[src/bmrf_pkg.sv]
package bmrf_pkg;

    localparam int unsigned WORD_COUNT = 37;
    localparam int unsigned ADDR_W     = $clog2(WORD_COUNT);

    localparam logic [3:0] K_READ       = 4'd0;
    localparam logic [3:0] K_WRITE      = 4'd1;
    localparam logic [3:0] K_INCR       = 4'd2;
    localparam logic [3:0] K_SET_MODE   = 4'd3;
    localparam logic [3:0] K_REVERT     = 4'd4;
    localparam logic [3:0] K_SET_FLAGS  = 4'd5;
    localparam logic [3:0] K_WR_STATUS  = 4'd6;
    localparam logic [3:0] K_RD_SAVED   = 4'd7;
    localparam logic [3:0] K_RESET      = 4'd8;

    localparam logic [4:0] FIQ_MODE = 5'h11;
    localparam logic [4:0] IRQ_MODE = 5'h12;
    localparam logic [4:0] SVC_MODE = 5'h13;
    localparam logic [4:0] SYS_MODE = 5'h1F;

    localparam logic [ADDR_W-1:0] SLOT_SP       = ADDR_W'(13);
    localparam logic [ADDR_W-1:0] SLOT_PC       = ADDR_W'(15);
    localparam logic [ADDR_W-1:0] SLOT_SPSR_SVC = ADDR_W'(19);
    localparam logic [ADDR_W-1:0] SLOT_SPSR_IRQ = ADDR_W'(28);
    localparam logic [ADDR_W-1:0] SLOT_SPSR_FIQ = ADDR_W'(36);

    localparam logic [31:0] STACK_RESET  = 32'h0000_7000;
    localparam logic [31:0] STATUS_RESET = 32'h0000_001F;

    typedef struct packed {
        logic [3:0]  kind;
        logic [3:0]  reg_index;
        logic [31:0] value;
        logic [4:0]  new_mode;
        logic        save_status;
        logic        post_increment;
        logic        flag_n;
        logic        flag_z;
        logic        flag_c;
        logic        flag_v;
    } t_in_item;

    typedef struct packed {
        logic [31:0] read_data;
        logic [31:0] status_word;
        logic        fiq_disabled;
        logic        irq_disabled;
    } t_out_item;

    typedef struct packed {
        logic load;
        logic rd;
        logic ex;
    } t_cmd;

    function automatic logic [ADDR_W-1:0] slot_of(input logic [4:0] mode,
                                                 input logic [3:0] r);
        logic [ADDR_W-1:0] s;
        s = ADDR_W'(r);
        if (mode == SVC_MODE && (r == 4'd13 || r == 4'd14)) begin
            s = ADDR_W'(r) + ADDR_W'(4);
        end else if (mode == IRQ_MODE && (r == 4'd13 || r == 4'd14)) begin
            s = ADDR_W'(r) + ADDR_W'(13);
        end else if (mode == FIQ_MODE && r >= 4'd8 && r <= 4'd14) begin
            s = ADDR_W'(r) + ADDR_W'(21);
        end
        return s;
    endfunction

    function automatic logic has_saved(input logic [4:0] mode);
        return mode == SVC_MODE || mode == IRQ_MODE || mode == FIQ_MODE;
    endfunction

    function automatic logic [ADDR_W-1:0] saved_slot(input logic [4:0] mode);
        logic [ADDR_W-1:0] s;
        s = SLOT_SPSR_SVC;
        if (mode == IRQ_MODE) begin
            s = SLOT_SPSR_IRQ;
        end else if (mode == FIQ_MODE) begin
            s = SLOT_SPSR_FIQ;
        end
        return s;
    endfunction

endpackage

[src/banked_mode_register_file.sv]
// Banked register file with current and saved program status words.
// The input channel carries one access per beat: a read, write or
// increment of r0 to r15 remapped by the current mode, a mode change,
// a revert, a flag or status write, a saved status read, or a soft reset.
// The output channel returns one beat per access with the read data and
// the status word after the access.
// An accepted beat is registered; the read state then reads the word store,
// and the execute state computes the result, writes it back and registers
// the output, which the output state presents until it is taken. One access
// is in flight at a time; the store is read and written in separate states.
// While a result waits, the input is not ready and the result holds.
// After reset r13 reads 0x7000, the status word is 0x1F and all other
// words read zero. A soft reset beat does the same and loads r15 with
// the beat's value; it takes effect at once, with no clearing pass.
module banked_mode_register_file (
    input  logic                 i_clk,
    input  logic                 i_rst_n,
    input  logic                 i_in_valid,
    output logic                 o_in_ready,
    input  bmrf_pkg::t_in_item   i_in_data,
    output logic                 o_out_valid,
    input  logic                 i_out_ready,
    output bmrf_pkg::t_out_item  o_out_data
);
    import bmrf_pkg::*;

    t_cmd w_cmd;

    bmrf_ctrl u_ctrl (
        .i_clk       (i_clk),
        .i_rst_n     (i_rst_n),
        .i_in_valid  (i_in_valid),
        .o_in_ready  (o_in_ready),
        .o_out_valid (o_out_valid),
        .i_out_ready (i_out_ready),
        .o_cmd       (w_cmd)
    );

    bmrf_dp u_dp (
        .i_clk   (i_clk),
        .i_rst_n (i_rst_n),
        .i_cmd   (w_cmd),
        .i_item  (i_in_data),
        .o_item  (o_out_data)
    );

endmodule

[src/bmrf_ctrl.sv]
module bmrf_ctrl (
    input  logic            i_clk,
    input  logic            i_rst_n,
    input  logic            i_in_valid,
    output logic            o_in_ready,
    output logic            o_out_valid,
    input  logic            i_out_ready,
    output bmrf_pkg::t_cmd  o_cmd
);
    import bmrf_pkg::*;

    localparam logic [1:0] S_IDLE = 2'd0;
    localparam logic [1:0] S_RD   = 2'd1;
    localparam logic [1:0] S_EX   = 2'd2;
    localparam logic [1:0] S_OUT  = 2'd3;

    logic [1:0] r_state;
    logic [1:0] n_state;
    logic       w_accept;

    assign w_accept    = i_in_valid && (r_state == S_IDLE);
    assign o_in_ready  = (r_state == S_IDLE);
    assign o_out_valid = (r_state == S_OUT);

    always_comb begin
        o_cmd      = '0;
        o_cmd.load = w_accept;
        o_cmd.rd   = (r_state == S_RD);
        o_cmd.ex   = (r_state == S_EX);
    end

    always_comb begin
        n_state = r_state;
        unique case (r_state)
            S_IDLE: begin
                if (i_in_valid) begin
                    n_state = S_RD;
                end
            end
            S_RD:   n_state = S_EX;
            S_EX:   n_state = S_OUT;
            S_OUT: begin
                if (i_out_ready) begin
                    n_state = S_IDLE;
                end
            end
            default: n_state = S_IDLE;
        endcase
    end

    always_ff @(posedge i_clk) begin
        if (!i_rst_n) begin
            r_state <= S_IDLE;
        end else begin
            r_state <= n_state;
        end
    end

    a_accept_reads: assert property (@(posedge i_clk) disable iff (!i_rst_n)
        w_accept |=> r_state == S_RD)
        else $error("accepted beat did not start the read cycle");

    a_exec_presents: assert property (@(posedge i_clk) disable iff (!i_rst_n)
        o_cmd.ex |=> o_out_valid)
        else $error("executed beat was not presented");

    a_one_in_flight: assert property (@(posedge i_clk) disable iff (!i_rst_n)
        o_out_valid |-> !o_in_ready)
        else $error("input taken while a result waits");

endmodule

[src/bmrf_dp.sv]
module bmrf_dp (
    input  logic                 i_clk,
    input  logic                 i_rst_n,
    input  bmrf_pkg::t_cmd       i_cmd,
    input  bmrf_pkg::t_in_item   i_item,
    output bmrf_pkg::t_out_item  o_item
);
    import bmrf_pkg::*;

    logic [31:0]           mem [WORD_COUNT];
    logic [WORD_COUNT-1:0] r_valid;
    t_in_item              r_item;
    logic [31:0]           r_cpsr;
    logic [31:0]           n_cpsr;
    logic [ADDR_W-1:0]     r_rd_addr;
    logic [31:0]           r_rdata;
    logic                  r_rd_valid;
    t_out_item             r_out;

    logic [4:0]        w_mode;
    logic [ADDR_W-1:0] w_rd_addr;
    logic [31:0]       w_word;
    logic [31:0]       w_sum;
    logic [31:0]       w_rd_out;
    logic              w_wr_en;
    logic [ADDR_W-1:0] w_wr_addr;
    logic [31:0]       w_wr_data;
    logic              w_reset;

    assign w_mode = r_cpsr[4:0];

    always_comb begin
        if (r_item.kind == K_REVERT || r_item.kind == K_RD_SAVED) begin
            w_rd_addr = saved_slot(w_mode);
        end else begin
            w_rd_addr = slot_of(w_mode, r_item.reg_index);
        end
    end

    always_comb begin
        if (r_rd_valid) begin
            w_word = r_rdata;
        end else if (r_rd_addr == SLOT_SP) begin
            w_word = STACK_RESET;
        end else begin
            w_word = '0;
        end
    end

    assign w_sum = w_word + r_item.value;

    always_comb begin
        n_cpsr    = r_cpsr;
        w_rd_out  = '0;
        w_wr_en   = 1'b0;
        w_wr_addr = r_rd_addr;
        w_wr_data = r_item.value;
        w_reset   = 1'b0;
        unique case (r_item.kind)
            K_READ: w_rd_out = w_word;
            K_WRITE: w_wr_en = 1'b1;
            K_INCR: begin
                w_wr_en   = 1'b1;
                w_wr_data = w_sum;
                w_rd_out  = r_item.post_increment ? w_word : w_sum;
            end
            K_SET_MODE: begin
                w_wr_en   = r_item.save_status && has_saved(r_item.new_mode);
                w_wr_addr = saved_slot(r_item.new_mode);
                w_wr_data = r_cpsr;
                n_cpsr    = {r_cpsr[31:5], r_item.new_mode};
            end
            K_REVERT: begin
                if (has_saved(w_mode)) begin
                    n_cpsr = w_word;
                end
            end
            K_SET_FLAGS: begin
                n_cpsr = {r_item.flag_n, r_item.flag_z, r_item.flag_c, r_item.flag_v,
                          r_cpsr[27:0]};
            end
            K_WR_STATUS: n_cpsr = r_item.value;
            K_RD_SAVED: begin
                if (has_saved(w_mode)) begin
                    w_rd_out = w_word;
                end
            end
            K_RESET: begin
                w_reset   = 1'b1;
                w_wr_en   = 1'b1;
                w_wr_addr = SLOT_PC;
                n_cpsr    = STATUS_RESET;
            end
            default: begin
            end
        endcase
    end

    always_ff @(posedge i_clk) begin
        if (i_cmd.ex && w_wr_en) begin
            mem[w_wr_addr] <= w_wr_data;
        end
        if (i_cmd.rd) begin
            r_rdata <= mem[w_rd_addr];
        end
    end

    always_ff @(posedge i_clk) begin
        if (i_cmd.load) begin
            r_item <= i_item;
        end
        if (i_cmd.rd) begin
            r_rd_addr  <= w_rd_addr;
            r_rd_valid <= r_valid[w_rd_addr];
        end
        if (i_cmd.ex) begin
            r_out.read_data    <= w_rd_out;
            r_out.status_word  <= n_cpsr;
            r_out.fiq_disabled <= n_cpsr[6];
            r_out.irq_disabled <= n_cpsr[7];
        end
    end

    always_ff @(posedge i_clk) begin
        if (!i_rst_n) begin
            r_valid <= '0;
            r_cpsr  <= STATUS_RESET;
        end else if (i_cmd.ex) begin
            r_cpsr <= n_cpsr;
            if (w_reset) begin
                r_valid <= WORD_COUNT'(1) << SLOT_PC;
            end else if (w_wr_en) begin
                r_valid <= r_valid | (WORD_COUNT'(1) << w_wr_addr);
            end
        end
    end

    assign o_item = r_out;

    a_reset_item: assert property (@(posedge i_clk) disable iff (!i_rst_n)
        i_cmd.ex && r_item.kind == K_RESET
        |=> r_valid == (WORD_COUNT'(1) << SLOT_PC) && r_cpsr == STATUS_RESET)
        else $error("reset beat left stale words or status");

    a_status_write: assert property (@(posedge i_clk) disable iff (!i_rst_n)
        i_cmd.ex && r_item.kind == K_WR_STATUS |=> r_cpsr == $past(r_item.value))
        else $error("status write lost");

    a_status_out: assert property (@(posedge i_clk) disable iff (!i_rst_n)
        i_cmd.ex |=> r_out.status_word == r_cpsr)
        else $error("presented status differs from held status");

endmodule

[config.mk]
export PLATFORM = sky130hd
export DESIGN_NAME = banked_mode_register_file
export DESIGN_NICKNAME = d
export VERILOG_FILES = /design/src/bmrf_pkg.sv /design/src/banked_mode_register_file.sv /design/src/bmrf_ctrl.sv /design/src/bmrf_dp.sv
export SDC_FILE = /design/constraint.sdc
export NUM_CORES = 2
export LEC_CHECK = 0
export ABC_CLOCK_PERIOD_IN_PS = 6700
export BUFFER_PORTS_ARGS = -buffer_cell sky130_fd_sc_hd__clkbuf_2
export CORE_MARGIN = 3
export CORE_UTILIZATION = 56
export DETAILED_ROUTE_END_ITERATION = 16
export PLACE_DENSITY_LB_ADDON = 0.05
export RECOVER_POWER = 25
export SLEW_MARGIN = 20
export SYNTH_ARGS = -nofsm -noshare
export SYNTH_HDL_FRONTEND = slang
export SYNTH_SLANG_ARGS = --single-unit
[constraint.sdc]
create_clock -name i_clk -period 6.7 [get_ports i_clk]
set_input_delay 0.335 -clock i_clk [delete_from_list [all_inputs] [get_ports i_clk]]
set_output_delay 0.335 -clock i_clk [all_outputs]
set_load 0.1 [all_outputs]
# Yosys cells after proc, flatten, opt, wreduce, memory -nomap -nowiden
# Memories as Yosys holds them, arrays and structs flattened. A register that Yosys moved wholly into a read port is not among the register bits.
# Index checks and enable logic that the tools add are counted.
# word_totals
n_memories,1
ram_bits,1184
ff_bits,195
elab_cells,98
out_inout_bits,68
# classes
n_reduce_logical,19
eq_ne,22
n_addsub,4
shifts,1
bitwise_logic,1
order_cmp,3
muxes,28
# memory_table
memory,depth,word_bits,read_ports,rd_ports_with_merged_regs,wr,line_no,text
u_dp.mem,37,32,1,1,1,bmrf_dp.sv:10,logic [31:0] mem [WORD_COUNT];
# ops
operator,count
one-hot mux 32 bit (5 select lines),1
2-to-1 mux 32 bit,4
one-hot mux 32 bit (3 select lines),1
2-to-1 mux 37 bit,2
one-hot mux 32 bit (2 select lines),1
2-to-1 mux 6 bit,8
bitwise OR 37 bit,1
"<< shifter 1 x 6 -> 37 bit, first input constant",1
adder 32 bit,1
"equality test 5 bit, second input constant",6
"equality test 4 x 3 -> 1 bit, second input constant",4
2-to-1 mux 15 bit,1
"equality test 4 bit, second input constant",3
one-hot mux 6 bit (2 select lines),1
"equality test 4 x 2 -> 1 bit, second input constant",2
one-hot mux 2 bit (4 select lines),1
logical AND 1 bit,7
"less-than comparator 6 x 7 -> 1 bit, second input constant",1
"adder 4 x 5 -> 6 bit, second input constant",1
binary-select mux 1 bit (select 6 bit),1
"equality test 6 x 4 -> 1 bit, second input constant",1
logical OR 1 bit,6
"adder 4 x 3 -> 5 bit, second input constant",1
"adder 4 x 4 -> 5 bit, second input constant",1
15 further kinds,21

# Logic depth before layout (Yosys ltp)
# logic_depth
ltp_word,9
ltp_mapped,16

# Modules after synthesis
# Synthesis repeated with hierarchy kept, for this count alone.
# hier_totals
cells_unflattened,4514
hier_area_um2,58757.6
# by_module_without_submodules
module,instances,area_per_inst_um2,cells_each
bmrf_dp,1,58586.2,4496
bmrf_ctrl,1,171.4,18

# Worst setup path before layout
# No wires, ideal clock.
# synth_path
kind,reg2reg
startpoint,register u_ctrl.r_state[0]
endpoint,memory u_dp.mem[36][0] (enable)
arrival_ps,5235
setup_slack_ps,994
stages_incl_launch_ff,8
period_less_slack_ps,5706
required_time_ps,6230
cell_sequence,dfxtp_1 > inv_1 > ha_1 > clkbuf_1 > inv_1 > a2111oi_0 > o21ai_0 > nor3b_1
# synth_via
elab_chain_cells,4
# synth_lines
element,line_no,text
from (decl),bmrf_ctrl.sv:17,logic [1:0] r_state;
from (signal assigned),bmrf_ctrl.sv:55,r_state <= n_state;
equality test 2 bit,bmrf_ctrl.sv:29,o_cmd.ex = (r_state == S_EX);
logical AND 1 bit,bmrf_dp.sv:100,if (i_cmd.ex && w_wr_en) begin
2-to-1 mux 1 bit,bmrf_dp.sv:100,
2-to-1 mux 1 bit (not written as such),bmrf_dp.sv:101,mem[w_wr_addr] <= w_wr_data;
to (decl),bmrf_dp.sv:10,
# Every way passes these cells.

# Final worst setup path
# layout_path
startpoint,register u_dp.r_cpsr[4]
endpoint,"register u_dp.r_rdata[5] (read register of u_dp.mem), data pin"
# layout_via
elab_chain_cells,7
# layout_lines
element,line_no,text
from (decl),bmrf_dp.sv:13,logic [31:0] r_cpsr;
from (signal assigned),bmrf_dp.sv:129,r_cpsr <= n_cpsr;
equality test 5 bit,"bmrf_pkg.sv:64, bmrf_pkg.sv:79",
logical AND 1 bit (2 in series),bmrf_pkg.sv:64,end else if (mode == FIQ_MODE && r >= 4'd8 && r <= 4'd14) begin
2-to-1 mux 6 bit,bmrf_pkg.sv:64,
2-to-1 mux 6 bit,bmrf_pkg.sv:62,end else if (mode == IRQ_MODE && (r == 4'd13 || r == 4'd14)) begin
2-to-1 mux 6 bit,bmrf_pkg.sv:60,if (mode == SVC_MODE && (r == 4'd13 || r == 4'd14)) begin
2-to-1 mux 6 bit *,bmrf_dp.sv:33,if (r_item.kind == K_REVERT || r_item.kind == K_RD_SAVED) begin
to (decl),bmrf_dp.sv:16,logic [31:0] r_rdata;
# Every way passes the cells marked *; elsewhere a longest branch is shown, timed or not.
# A chain may end at the register's enable or synchronous reset.

==> out/results.ini <==
[outcome]
status = finished, violations left
violations = max-capacitance violations, max-slew violations

[clock_tree]
cts_sinks = 1409
post_cts_resize_count = 0
insertion_delay_ns = 0.77
clockBufferDepth = 3
clockRootBuffer = clkbuf_16
post_cts_buffers = 0
htreeDepth = 4
cts_hold_buf = 53
clk_pin_slew_ns = 0.06
cts_tree = built
numCtsBuffers = 146

[global_route]
gr-total-overflow = 0
grt_pass1_vias = 37800
grt_pass1_wl_um = 256000
use_met1_pct = 45.9
grt_max_degree = 125
grt_util_met2_pct = 49.7
antenna_found_initial = 5
use_met3_pct = 5.75
grt_usage_pct = 32.2
top_usage_layer = met2

[synth]
synth_area_leader_cell = edfxtp_1
synth_top_cells_by_count = edfxtp_1 (1338), nand2_1 (757), a21oi_1 (338), nor2_1 (316), o21ai_0 (200)
yosysSeqAreaShare_pct = 70.7
yosysTopAreaCellShare_pct = 68.3
synth-main-ff-cell = edfxtp_1
synthArstFlopShare_pct = 0
synth_edf_count = 1338
yosysWarningCount = 0
synth_seq_cells = 1409
synth_most_common_cell = edfxtp_1
syn_nets = 4695
syn_area_per_cell_um2 = 12.8
syn_area_um2 = 58800
ys_types = 85
synthTopCellsByArea = edfxtp_1 (68%), nand2_1 (4.8%), a21oi_1 (2.9%)
synthCells = 4597

[setup_path]
regToRegSetupSlack_ns = 1.0
critPathTopFamily = simple AND/OR/NAND/NOR gates
crit_slowest_cell = nor3b_1
setup.worst_path.end = u_dp.r_rdata[5]$_DFFE_PN_
startpoint_type = register
worst_ep_arrival_time_ns = 6.17
startpoint = u_dp.r_cpsr[4]$_SDFFE_PN1P_
timing.critical_path.fanout_max = 43
endpoint_kind = register
max_stage_delay_ns = 1.03
cp_num_cells = 10
worstSetupPathType = reg2reg
reg2regPathDepth = 10
required_ns = 7.17
crit_chain = nor3b_1 -> nand4b_2 -> a22oi_1 -> mux2i_1 -> nand2_4 -> nand2_2 -> buf_4 -> o22ai_1 -> o41ai_1 -> a21oi_1
r2r_start = u_dp.r_cpsr[4]$_SDFFE_PN1P_
r2r_end = u_dp.r_rdata[5]$_DFFE_PN_
crit_buf_inv = 1

[min_path]
hp-class = in2reg
worstHoldStart = i_in_valid

[sta]
setup_viol = 0
slew_violations = 529
setup_tns_ns = 0
finalHoldViolCount = 0
fin_skew_ns = 0.0319
fmax_mhz = 175
period_needed_ns = 5.70
worstMarginPinSlew_ns = 3.61
max_slew_margin_pct = -141
rsz0062_at_grt = false
period_share_pct = 85.1

[detailed_routing]
num_vias = 40200
drtIter0Drc = 4892
drtAntennaViolNets = 0
vias_per_cell = 6.44
totalWireLength_um = 177000
drtPass1Iterations = 7
routedWlPerCell_um = 28.4
drc = 0

[pwr]
p_leak_uw = 0.0221
powerDensity_nw_per_um2 = 417
ir_drop_v = 0.000382

[placed_design]
placed_cell_area_um2 = 61400
port_buffers = 122
dp_hpwl_um = 100000
place_congestion = 0.943

[finish]
nets = 4829
final_area_um2 = 66300
layout-drive-gt1-share_pct = 10.0
synthToLayoutAreaGrowth_pct = 12.8

[floorplan]
die_h_um = 330
core_area_um2 = 104000
initial_core_util_pct = 56.6
die_width_um = 330
rows = 118
die_area_um2 = 109000
io_pins = 123

[flow_run]
maxCapViolCount = 15

==> sequential cells by signal, summed over array words and instances (netlist names) <==
signal,flops
u_ctrl.r_state,2
u_dp.mem,1184
u_dp.o_item,64
u_dp.r_cpsr,32
u_dp.r_item,51
u_dp.r_rd_addr,6
u_dp.r_rd_valid,1
u_dp.r_rdata,32
u_dp.r_valid,37
==> tightest hold or removal path: stages <==
cell      delay (ns)
clkbuf_2        0.09
inv_1           0.04
a21oi_1         0.10
mux2i_1         0.13
nor2_1          0.08
==> power by group <==
group / switching [uW] / internal [uW] / total [uW]
Sequential: 295 / 11000 / 11300
Combinational: 6360 / 2130 / 8500
Clock: 3370 / 4540 / 7920
==> cell type report <==
type	instances	area (um2)
flip-flops and latches	1409	41600
fillers	7895	37600
multi-input cells	2822	16000
clock buffers	192	3940
repair buffers	314	2210
well taps	1380	1730
clock inverters	74	692
inverters	38	158
diodes	2	5.00
==> routing by layer <==
metal / part of all wire (%) / wire [um]
met5: 0 / 0
met4: 3.7 / 6480
met3: 8.8 / 15600
met2: 47 / 82400
met1: 41 / 72800
==> cell usage in the layout (no fill, tap or decap), types with 62 or more instances in the layout <==
master and n:
nor2_1 281, nand3_1 150, a21oi_1 338, nand2_1 753
o21ai_0 191, a311oi_1 95, dfxtp_1 71, clkbuf_16 150
a32o_1 62, nor3_1 138, and3_1 70, edfxtp_1 1338
clkbuf_1 133, buf_4 111, o21ai_1 126
==> kinds of logic after synthesis <==
kind of cell             synth area share, %
adder cells (fa/ha/maj)                0.928
XOR/XNOR                               0.432
AND/OR/NAND/NOR                         11.3
multiplexers                           0.426
AO/OA/AOI/OAI                           13.4
buffers and inverters                   2.77
flip-flops                              70.7
==> worst min path at each step <==
stage                                          end  depth (start not counted)  slack (ns)
global route        u_ctrl.r_state[1]$_SDFFE_PN0P_                          5        0.07
detailed placement   u_dp.r_valid[31]$_SDFFE_PN0P_                          1        0.45
global placement     u_dp.r_valid[18]$_SDFFE_PN0P_                          1        0.44
finish              u_ctrl.r_state[1]$_SDFFE_PN0P_                          5        0.06
floorplan                 u_dp.r_item[0]$_DFFE_PP_                          0        0.43
CTS                 u_ctrl.r_state[1]$_SDFFE_PN0P_                          5        0.01
==> metrics by stage <==
step / total power (uW) / setup WS (ns) / cells / hold WS [ns] / utilization [%]
2_1_floorplan: 16800 / 0.994 / 4597 / 0.434 / -
3_3_place_gp: 19800 / 1.50 / 5908 / 0.441 / 59.0
3_5_place_dp: 19800 / 1.56 / 5908 / 0.448 / 59.0
4_1_cts: 27700 / 1.48 / 6227 / 0.0137 / 64.0
5_1_grt: 28700 / 0.740 / 6229 / 0.0714 / 63.8
6_report: 27700 / 0.999 / 6231 / 0.0553 / 63.8
Power figures use the tool's default switching activity.
